File: src/sv/cle_pkg.sv
// shared types and codes for the circular list engine
package cle_pkg;

    localparam int VAL_W = 32;
    localparam int LEN_W = 7;
    localparam int POS_W = 7;

    typedef enum logic [2:0] {
        MD_INS_FRONT = 3'd0,
        MD_INS_END   = 3'd1,
        MD_INS_POS   = 3'd2,
        MD_DEL_FRONT = 3'd3,
        MD_DEL_REAR  = 3'd4,
        MD_DEL_VALUE = 3'd5
    } t_mode;

    typedef enum logic [1:0] {
        ST_OK       = 2'd0,
        ST_EMPTY    = 2'd1,
        ST_NOTFOUND = 2'd2,
        ST_FULL     = 2'd3
    } t_status;

    typedef struct packed {
        logic [2:0]              mode;
        logic signed [VAL_W-1:0] value;
        logic [POS_W-1:0]        position;
    } t_in_word;

    typedef struct packed {
        logic [1:0]              status;
        logic signed [VAL_W-1:0] removed_value;
        logic [LEN_W-1:0]        length;
    } t_out_word;

    // controller to datapath
    typedef struct packed {
        logic latch;
        logic dispatch;
        logic walk;
        logic fix;
        logic load;
    } t_cmd;

    // datapath to controller
    typedef struct packed {
        logic go_done;
        logic go_fix;
        logic walk_end;
        logic walk_ins;
        logic out_free;
    } t_sts;

endpackage

File: src/sv/cle_ctrl.sv
// sequencer for the circular list engine
module cle_ctrl (
    input  logic          i_clk,
    input  logic          i_rst_n,
    input  logic          i_in_valid,
    output logic          o_in_stall,
    input  cle_pkg::t_sts i_sts,
    output cle_pkg::t_cmd o_cmd
);

    typedef enum logic [4:0] {
        S_IDLE     = 5'b00001,
        S_DISPATCH = 5'b00010,
        S_WALK     = 5'b00100,
        S_FIX      = 5'b01000,
        S_DONE     = 5'b10000
    } t_state;

    t_state r_state, n_state;

    always_comb begin
        n_state = r_state;
        o_cmd   = '0;
        case (r_state)
            S_IDLE: begin
                if (i_in_valid) begin
                    o_cmd.latch = 1'b1;
                    n_state     = S_DISPATCH;
                end
            end
            S_DISPATCH: begin
                o_cmd.dispatch = 1'b1;
                if (i_sts.go_done) begin
                    n_state = S_DONE;
                end else if (i_sts.go_fix) begin
                    n_state = S_FIX;
                end else begin
                    n_state = S_WALK;
                end
            end
            S_WALK: begin
                o_cmd.walk = 1'b1;
                if (i_sts.walk_end) begin
                    n_state = i_sts.walk_ins ? S_FIX : S_DONE;
                end
            end
            S_FIX: begin
                o_cmd.fix = 1'b1;
                n_state   = S_DONE;
            end
            S_DONE: begin
                if (i_sts.out_free) begin
                    o_cmd.load = 1'b1;
                    n_state    = S_IDLE;
                end
            end
            default: begin
                n_state = S_IDLE;
            end
        endcase
    end

    always_ff @(posedge i_clk) begin
        if (!i_rst_n) begin
            r_state <= S_IDLE;
        end else begin
            r_state <= n_state;
        end
    end

    assign o_in_stall = (r_state != S_IDLE);

endmodule

File: src/sv/cle_dp.sv
// list state, slot stores, link walker and result register
module cle_dp #(
    parameter int CAPACITY = 32
) (
    input  logic               i_clk,
    input  logic               i_rst_n,
    input  cle_pkg::t_in_word  i_in_data,
    input  cle_pkg::t_cmd      i_cmd,
    output cle_pkg::t_sts      o_sts,
    input  logic               i_out_stall,
    output logic               o_out_valid,
    output cle_pkg::t_out_word o_out_data
);

    localparam int SW = $clog2(CAPACITY);
    localparam int CW = $clog2(CAPACITY + 1);
    localparam int PW = cle_pkg::LEN_W + 1;
    localparam logic [CW-1:0] CNT_ONE = CW'(1);
    localparam logic [CW-1:0] CNT_CAP = CW'(CAPACITY);

    logic signed [cle_pkg::VAL_W-1:0] mem_val [CAPACITY];
    logic [SW-1:0]                    mem_link [CAPACITY];

    logic [2:0]                       r_mode;
    logic signed [cle_pkg::VAL_W-1:0] r_value;
    logic [cle_pkg::POS_W-1:0]        r_pos;
    cle_pkg::t_status                 r_status, n_status;
    logic signed [cle_pkg::VAL_W-1:0] r_removed, n_removed;
    logic [SW-1:0]                    r_first, n_first;
    logic [SW-1:0]                    r_last, n_last;
    logic [SW-1:0]                    r_cur, n_cur;
    logic [SW-1:0]                    r_prev, n_prev;
    logic [SW-1:0]                    r_slot, n_slot;
    logic [CW-1:0]                    r_count, n_count;
    logic [CW-1:0]                    r_steps, n_steps;
    logic [CAPACITY-1:0]              r_free, n_free;
    logic signed [cle_pkg::VAL_W-1:0] r_rd_val;
    logic [SW-1:0]                    r_rd_link;
    logic                             r_out_valid;
    cle_pkg::t_out_word               r_out_word;

    logic          is_ins, is_del, is_del_front, is_del_value;
    logic          is_full, is_empty, match, walk_end;
    logic          p_front, p_end;
    logic [PW-1:0] cnt_p1, pos_eff, p_eff;
    logic [SW-1:0] free_slot;
    logic          rd_en, vwe, lwe;
    logic [SW-1:0] rd_addr, lw_addr, lw_data;

    // lowest free slot: isolate the lowest set bit, then encode it
    function automatic logic [SW-1:0] low_free(input logic [CAPACITY-1:0] f);
        logic [CAPACITY-1:0] iso;
        logic [SW-1:0]       idx;
        iso = f & (~f + CAPACITY'(1));
        idx = '0;
        for (int i = 0; i < CAPACITY; i++) begin
            if (iso[i]) begin
                idx = idx | SW'(i);
            end
        end
        return idx;
    endfunction

    always_comb begin
        is_ins       = 1'b0;
        is_del       = 1'b0;
        is_del_front = 1'b0;
        is_del_value = 1'b0;
        case (r_mode)
            cle_pkg::MD_INS_FRONT, cle_pkg::MD_INS_END, cle_pkg::MD_INS_POS: begin
                is_ins = 1'b1;
            end
            cle_pkg::MD_DEL_FRONT: begin
                is_del       = 1'b1;
                is_del_front = 1'b1;
            end
            cle_pkg::MD_DEL_REAR: begin
                is_del = 1'b1;
            end
            cle_pkg::MD_DEL_VALUE: begin
                is_del       = 1'b1;
                is_del_value = 1'b1;
            end
            default: begin
                is_ins = 1'b0;
            end
        endcase
    end

    // target position, clamped to length plus one
    always_comb begin
        cnt_p1  = PW'(r_count) + PW'(1);
        pos_eff = (r_pos == '0) ? PW'(1) : PW'(r_pos);
        case (r_mode)
            cle_pkg::MD_INS_FRONT: p_eff = PW'(1);
            cle_pkg::MD_INS_END:   p_eff = cnt_p1;
            default:               p_eff = (pos_eff > cnt_p1) ? cnt_p1 : pos_eff;
        endcase
        p_front = (p_eff == PW'(1));
        p_end   = !p_front && (p_eff == cnt_p1);
    end

    assign is_full   = (r_count == CNT_CAP);
    assign is_empty  = (r_count == '0);
    assign match     = (r_rd_val == r_value);
    assign walk_end  = (r_steps == '0) || (is_del_value && match);
    assign free_slot = low_free(r_free);

    always_comb begin
        n_status  = r_status;
        n_removed = r_removed;
        n_first   = r_first;
        n_last    = r_last;
        n_cur     = r_cur;
        n_prev    = r_prev;
        n_slot    = r_slot;
        n_count   = r_count;
        n_steps   = r_steps;
        n_free    = r_free;
        rd_en     = 1'b0;
        rd_addr   = r_first;
        vwe       = 1'b0;
        lwe       = 1'b0;
        lw_addr   = r_slot;
        lw_data   = r_first;

        if (i_cmd.latch) begin
            n_status  = cle_pkg::ST_OK;
            n_removed = '0;
        end

        if (i_cmd.dispatch) begin
            if (is_ins) begin
                if (is_full) begin
                    n_status = cle_pkg::ST_FULL;
                end else begin
                    vwe               = 1'b1;
                    n_slot            = free_slot;
                    n_free[free_slot] = 1'b0;
                    if (is_empty) begin
                        lwe     = 1'b1;
                        lw_addr = free_slot;
                        lw_data = free_slot;
                        n_first = free_slot;
                        n_last  = free_slot;
                        n_count = CW'(r_count + CNT_ONE);
                    end else if (p_front || p_end) begin
                        lwe     = 1'b1;
                        lw_addr = free_slot;
                        lw_data = r_first;
                        n_cur   = r_last;
                    end else begin
                        rd_en   = 1'b1;
                        rd_addr = r_first;
                        n_steps = CW'(p_eff - PW'(2));
                    end
                end
            end else if (is_del) begin
                if (is_empty) begin
                    n_status = cle_pkg::ST_EMPTY;
                end else begin
                    rd_en   = 1'b1;
                    rd_addr = r_first;
                    n_prev  = r_last;
                    n_steps = is_del_front ? '0 : CW'(r_count - CNT_ONE);
                end
            end
        end

        if (i_cmd.walk) begin
            if (walk_end) begin
                if (is_ins) begin
                    lwe     = 1'b1;
                    lw_addr = r_slot;
                    lw_data = r_rd_link;
                end else if (is_del_value && !match) begin
                    n_status = cle_pkg::ST_NOTFOUND;
                end else begin
                    // unlink the entry under the walker
                    n_removed     = r_rd_val;
                    n_free[r_cur] = 1'b1;
                    if (r_count == CNT_ONE) begin
                        n_first = '0;
                        n_last  = '0;
                        n_count = '0;
                    end else begin
                        lwe     = 1'b1;
                        lw_addr = r_prev;
                        lw_data = r_rd_link;
                        if (r_cur == r_first) begin
                            n_first = r_rd_link;
                        end
                        if (r_cur == r_last) begin
                            n_last = r_prev;
                        end
                        n_count = CW'(r_count - CNT_ONE);
                    end
                end
            end else begin
                rd_en   = 1'b1;
                rd_addr = r_rd_link;
                n_prev  = r_cur;
                n_steps = CW'(r_steps - CNT_ONE);
            end
        end

        if (i_cmd.fix) begin
            lwe     = 1'b1;
            lw_addr = r_cur;
            lw_data = r_slot;
            if (p_front) begin
                n_first = r_slot;
            end else if (p_end) begin
                n_last = r_slot;
            end
            n_count = CW'(r_count + CNT_ONE);
        end

        if (rd_en) begin
            n_cur = rd_addr;
        end
    end

    // slot stores
    always_ff @(posedge i_clk) begin
        if (vwe) begin
            mem_val[free_slot] <= r_value;
        end
        if (lwe) begin
            mem_link[lw_addr] <= lw_data;
        end
        if (rd_en) begin
            r_rd_val  <= mem_val[rd_addr];
            r_rd_link <= mem_link[rd_addr];
        end
    end

    always_ff @(posedge i_clk) begin
        if (i_cmd.latch) begin
            r_mode  <= i_in_data.mode;
            r_value <= i_in_data.value;
            r_pos   <= i_in_data.position;
        end
        r_status  <= n_status;
        r_removed <= n_removed;
        r_cur     <= n_cur;
        r_prev    <= n_prev;
        r_slot    <= n_slot;
        r_steps   <= n_steps;
        if (i_cmd.load) begin
            r_out_word.status        <= r_status;
            r_out_word.removed_value <= r_removed;
            r_out_word.length        <= cle_pkg::LEN_W'(r_count);
        end
    end

    always_ff @(posedge i_clk) begin
        if (!i_rst_n) begin
            r_first     <= '0;
            r_last      <= '0;
            r_count     <= '0;
            r_free      <= '1;
            r_out_valid <= 1'b0;
        end else begin
            r_first <= n_first;
            r_last  <= n_last;
            r_count <= n_count;
            r_free  <= n_free;
            if (i_cmd.load) begin
                r_out_valid <= 1'b1;
            end else if (!i_out_stall) begin
                r_out_valid <= 1'b0;
            end
        end
    end

    assign o_sts.go_done  = !(is_ins || is_del) || (is_ins && (is_full || is_empty))
                            || (is_del && is_empty);
    assign o_sts.go_fix   = is_ins && !is_full && !is_empty && (p_front || p_end);
    assign o_sts.walk_end = walk_end;
    assign o_sts.walk_ins = is_ins;
    assign o_sts.out_free = !r_out_valid || !i_out_stall;

    assign o_out_valid = r_out_valid;
    assign o_out_data  = r_out_word;

`ifndef SYNTH
    a_count_range: assert property (@(posedge i_clk) disable iff (!i_rst_n)
        r_count <= CNT_CAP)
        else $error("entry count above capacity");

    a_free_balance: assert property (@(posedge i_clk) disable iff (!i_rst_n)
        i_cmd.latch |-> ($countones(r_free) + int'(r_count) == CAPACITY))
        else $error("free map and entry count disagree");

    a_empty_all_free: assert property (@(posedge i_clk) disable iff (!i_rst_n)
        (i_cmd.latch && r_count == '0) |-> (&r_free))
        else $error("empty list with allocated slots");

    a_walk_linked: assert property (@(posedge i_clk) disable iff (!i_rst_n)
        (i_cmd.walk && !walk_end) |-> !r_free[r_rd_link])
        else $error("walker followed a link into a free slot");

    a_no_overwrite: assert property (@(posedge i_clk) disable iff (!i_rst_n)
        i_cmd.load |-> (!r_out_valid || !i_out_stall))
        else $error("result loaded over a word not yet taken");
`endif

endmodule

File: src/sv/circular_list_engine_top.sv
// top level of the circular list engine: sequencer plus list datapath, one word at a time
// refusals, spare modes and inserts into an empty list go from dispatch to the result; front
// or end inserts add a link fix-up; front deletes unlink the first entry in the walk state;
// rear and value deletes walk the list, position inserts walk and then fix up; the walk reads
// one entry per cycle, single port; a finished result waits in its own register
// reset (synchronous, active low) empties the list and frees all slots, no clearing pass
module circular_list_engine_top #(
    parameter int CAPACITY = 32
) (
    input  logic               i_clk,
    input  logic               i_rst_n,
    // input word channel
    input  logic               i_in_valid,
    output logic               o_in_stall,
    input  cle_pkg::t_in_word  i_in_data,
    // result word channel
    output logic               o_out_valid,
    input  logic               i_out_stall,
    output cle_pkg::t_out_word o_out_data
);

    // command and status between sequencer and datapath
    cle_pkg::t_cmd cmd;
    cle_pkg::t_sts sts;

    // sequencer: idle, dispatch, link walk, link fix-up, result hand-off
    cle_ctrl u_ctrl (
        .i_clk      (i_clk),
        .i_rst_n    (i_rst_n),
        .i_in_valid (i_in_valid),
        .o_in_stall (o_in_stall),
        .i_sts      (sts),
        .o_cmd      (cmd)
    );

    // datapath: value and link stores, free map, first/last/count, walker
    cle_dp #(
        .CAPACITY (CAPACITY)
    ) u_dp (
        .i_clk       (i_clk),
        .i_rst_n     (i_rst_n),
        .i_in_data   (i_in_data),
        .i_cmd       (cmd),
        .o_sts       (sts),
        .i_out_stall (i_out_stall),
        .o_out_valid (o_out_valid),
        .o_out_data  (o_out_data)
    );

endmodule
File: config.mk
export PLATFORM = sky130hd
export DESIGN_NAME = circular_list_engine_top
export DESIGN_NICKNAME = d
export VERILOG_FILES = /design/src/sv/cle_pkg.sv /design/src/sv/cle_ctrl.sv /design/src/sv/cle_dp.sv /design/src/sv/circular_list_engine_top.sv
export SDC_FILE = /design/constraint.sdc
export NUM_CORES = 2
export LEC_CHECK = 0
export BUFFER_PORTS_ARGS = -buffer_cell sky130_fd_sc_hd__buf_2
export CAP_MARGIN = 20
export CELL_PAD_IN_SITES_DETAIL_PLACEMENT = 1
export CELL_PAD_IN_SITES_GLOBAL_PLACEMENT = 1
export CORE_MARGIN = 4
export CORE_UTILIZATION = 45
export DETAILED_ROUTE_END_ITERATION = 6
export HOLD_SLACK_MARGIN = 0.12
export PLACE_DENSITY = 0.68
export SLEW_MARGIN = 20
export SYNTH_ARGS = -nofsm -noshare
export SYNTH_HDL_FRONTEND = slang
export SYNTH_SLANG_ARGS = --single-unit
File: constraint.sdc
create_clock -name i_clk -period 8.6 [get_ports i_clk]
set_clock_uncertainty 0.05 [all_clocks]
set_input_delay 0.43 -clock i_clk [delete_from_list [all_inputs] [get_ports i_clk]]
set_output_delay 0.43 -clock i_clk [all_outputs]
set_load 0.005 [all_outputs]
==> impl_metrics.tcl <==
set metrics [dict create \
    power_frac_comb_pct 2.3 \
    drc 0 \
    critPathTopFamily "simple AND/OR/NAND/NOR gates" \
    ir_drop_mv 0.205 \
    die_y_um 362 \
    ys_seq_elements 1412 \
    yosys-top-cells-area "edfxtp_1, nand2_1, nand3_1" \
    drtIter0Drc 4257 \
    busiest_layer "met2" \
    status "completed" \
    hold-worst-slack_ns 0.217 \
    crit_buf_inv 1 \
    switchingPower_w 0.00307 \
    cts.sinks 1412 \
    p_clk_share_pct 44.4 \
    max_stage_delay_ns 1.04 \
    swShare_pct 21.6 \
    vias_per_cell 6.14 \
    netlist.area_leader.share_pct 69.8 \
    arrival_ns 6.77 \
    finalSetupTns_ns 0 \
    cts_inserted_buffers 148 \
    nets 4543 \
    io_pins 89 \
    synth_area_per_cell_sq_um 12.9 \
    path_class "flip-flop to flip-flop" \
    synth_edf_count 1313 \
    syn_to_final_growth_pct 14.3 \
    first_global_vias 38968 \
    core-area_sq_mm 0.124 \
    start_util_pct 45.5 \
    clock_latency_ns 0.79 \
    finalHoldViolations 0 \
    hp-class "primary input to flip-flop" \
    synth_warnings 0 \
    synthArstFlopShare_pct 0 \
    routed_wl_mm 188 \
    fillers 12364 \
    path_max_fanout 144 \
    min_period_ns 6.18 \
    firstDrtPassIters 5 \
    antenna_found_initial 2 \
    drv_cap 0 \
    die_x_um 362 \
    internal_power_w 0.0112 \
    drive_gt1_share_pct 11.2 \
    hpwl_mm 98.4 \
    worstMarginPinSlew_ns 1.19 \
    gr-total-overflow 0 \
    setup_viol 0 \
    slowest_stage "edfxtp_1" \
    drt-wirelength-per-cell_um 30.0 \
    ys.flop_type "edfxtp_1" \
    max_freq_mhz 162 \
    syn_area_sq_mm 0.0565 \
    max_slew_margin_pct 20.3 \
    grt.total_usage_pct 28.2 \
    cts_root_buf "clkbuf_16" \
    path_clk_slew_ns 0.06 \
    synth_nets 4422 \
    use_met2_pct 46.6 \
    seqPwrFrac_pct 53.3 \
    maxSlewViolCount 0 \
    grt_pass1_wl_mm 271 \
    met3_usage_pct 5.06 \
    ant_nets 0 \
    die_area_sq_mm 0.131 \
    h-tree-depth 4 \
    synth_top_area_cell "edfxtp_1" \
    end_kind "flip-flop" \
    synth_cells 4364 \
    rows 129 \
    use_met1_pct 37.5 \
    gp_congestion 0.827 \
    seq_area_frac_synth_pct 73.3 \
    rsz0062_at_grt "false" \
    ctsLongestPathBuffers 3 \
    cts_tree "built" \
    p_per_area_mw_per_mm2 221 \
    ys_types 94 \
    start_kind "flip-flop" \
    grt_max_degree 145 \
    required_ns 9.19 \
    cp_cell_sequence "xor2_1, nor4_1, and4_1, nand3_1, nand3_2, mux2_8, buf_12, nand2_1, a32oi_1, nand4_1, nand4_1" \
    io_buffers 87 \
    detailroute.via_count 38320 \
    fin_crit_sh_pct 71.9 \
    cpMostUsedCell "nand4_1" \
    p_leak_nw 21.7 \
]
[registers in the layout, indices dropped and copies added, names as in the netlist]
signal	count
u_dp.mem_val	1024
u_dp.r_value	32
u_dp.r_steps	6
u_dp.r_status	2
u_ctrl.r_state	5
u_dp.r_removed	32
u_dp.r_rd_val	32
u_dp.r_first	5
u_dp.r_rd_link	5
u_dp.r_last	5
u_dp.r_pos	7
u_dp.r_prev	5
u_dp.r_slot	5
u_dp.o_out_data	40
u_dp.o_out_valid	1
u_dp.mem_link	160
u_dp.r_free	32
u_dp.r_count	6
u_dp.r_cur	5
u_dp.r_mode	3
[metal layers]
layer | share of wire, % | wire length [um] | up-vias
met3 | 7.3 | 13600 | 352
met5 | 0 | 0 | -
met2 | 48 | 90800 | 1538
li1 | - | - | 16421
met1 | 40 | 75900 | 20009
met4 | 3.9 | 7290 | 0
[per-stage QoR]
step / power [W] / util (%) / std cells / cell area [sq um] / setup WS (ns)
2_1_floorplan: 0.00789 / - / 4364 / 56500 / 3.67
6_report: 0.0142 / 52.0 / 6244 / 64500 / 2.42
3_3_place_gp: 0.00803 / 47.6 / 5913 / 59100 / 2.34
5_1_grt: 0.0147 / 52.0 / 6242 / 64500 / 2.15
4_1_cts: 0.0143 / 51.9 / 6230 / 64400 / 2.48
3_5_place_dp: 0.00804 / 47.7 / 5917 / 59200 / 2.60
[layout make-up]
class	instances	area, sq um	area share, %
clock inverters	81	786	1.22
diodes	2	5.00	0.00776
multi-input cells	2670	14300	22.2
inverters	22	87.6	0.136
flip-flops and latches	1412	41400	64.2
well taps	1637	2050	3.17
clock buffers	189	3940	6.10
repair buffers	231	1920	2.98
[cell usage after synthesis, types with 5 or more instances]
master    instances
or3_1             5
buf_1            26
a21oi_2           5
a211oi_1         17
o211ai_1         10
nand3_1         423
xor2_1           42
nor4_1           16
nand2_1        1186
ha_1             12
a31oi_1          84
a21o_1            5
o22ai_1           9
dfxtp_1          99
nand3_2           9
nand3b_1          8
o21ai_1           6
clkbuf_1        208
buf_2            18
a21oi_1          62
o221ai_1          8
edfxtp_1       1313
nor2_1          147
o31ai_1           7
xnor2_1          14
o21ai_0          88
a32oi_1          76
nor3_1           20
inv_1            19
mux2i_1          95
nand2b_1          7
nor3b_1           8
nand4_1         190
and3_1           12
[power by group through the flow]
| stage | clock [W] | sequential, W | combinational, W |
|---|---|---|---|
| final | 0.00632 | 0.00760 | 0.000325 |
| after global routing | 0.00670 | 0.00760 | 0.000351 |
| after detailed placement | 0 | 0.00776 | 0.000273 |
| after global placement | 0 | 0.00776 | 0.000261 |
| after floorplan | 0 | 0.00773 | 0.000154 |
| after CTS | 0.00639 | 0.00762 | 0.000289 |
[layout by cell type (no fill, tap or decap), types with 9 or more instances in the layout]
cell type,synthesis,final
xnor2_1,14,14
o211ai_1,10,10
nor4_1,16,15
o21ai_0,88,84
a211oi_1,17,17
nand2_1,1186,1185
a32oi_1,76,76
edfxtp_1,1313,1313
inv_1,19,18
buf_8,0,13
mux2i_1,95,94
o22ai_1,9,9
clkbuf_1,208,34
and3_1,12,11
clkinv_2,0,29
dfxtp_1,99,99
nand4_1,190,190
nor3_1,20,20
a21oi_1,62,60
buf_12,0,16
xor2_1,42,42
nand3_2,9,9
nor2_4,1,30
ha_1,12,12
bufinv_16,0,9
nand3_1,423,423
clkinv_1,0,21
buf_4,4,71
nor2_1,147,118
buf_2,18,87
clkbuf_16,0,149
dlygate4sd3_1,0,43
a31oi_1,84,82
[path summary, 6_finish.rpt]
check | startpoint | to | slack [ns] | cells past startpoint
max | u_dp.r_value[19]$_DFFE_PP_ | u_dp.r_rd_val[9]$_DFFE_PP_ | 2.42 | 11
min | i_rst_n | u_dp.r_free[10]$_SDFF_PN1_ | 0.22 | 2
max reg2reg | u_dp.r_value[19]$_DFFE_PP_ | u_dp.r_rd_val[9]$_DFFE_PP_ | 2.42 | 11
min reg2reg | u_dp.r_removed[20]$_DFF_P_ | u_dp.o_out_data[27]$_DFFE_PP_ | 0.38 | 0
[timing repair]
item	4_1_cts	5_1_grt
resized for setup	0	0
setup buffers	0	0
hold buffers	43	0
endpoints found under the hold margin	45	0
[kinds of logic after synthesis]
| kind of cell | after synthesis | share of synthesized area [%] |
|---|---|---|
| simple gates | 2072 | 16.4 |
| compound gates | 426 | 5.19 |
| mux | 100 | 1.79 |
| flops | 1412 | 73.3 |
| buf+inv | 282 | 2.05 |
| other cells | 1 | 0.00664 |
| fa+ha+maj | 12 | 0.266 |
| xor+xnor | 59 | 0.975 |
Power figures use the tool's default switching activity.
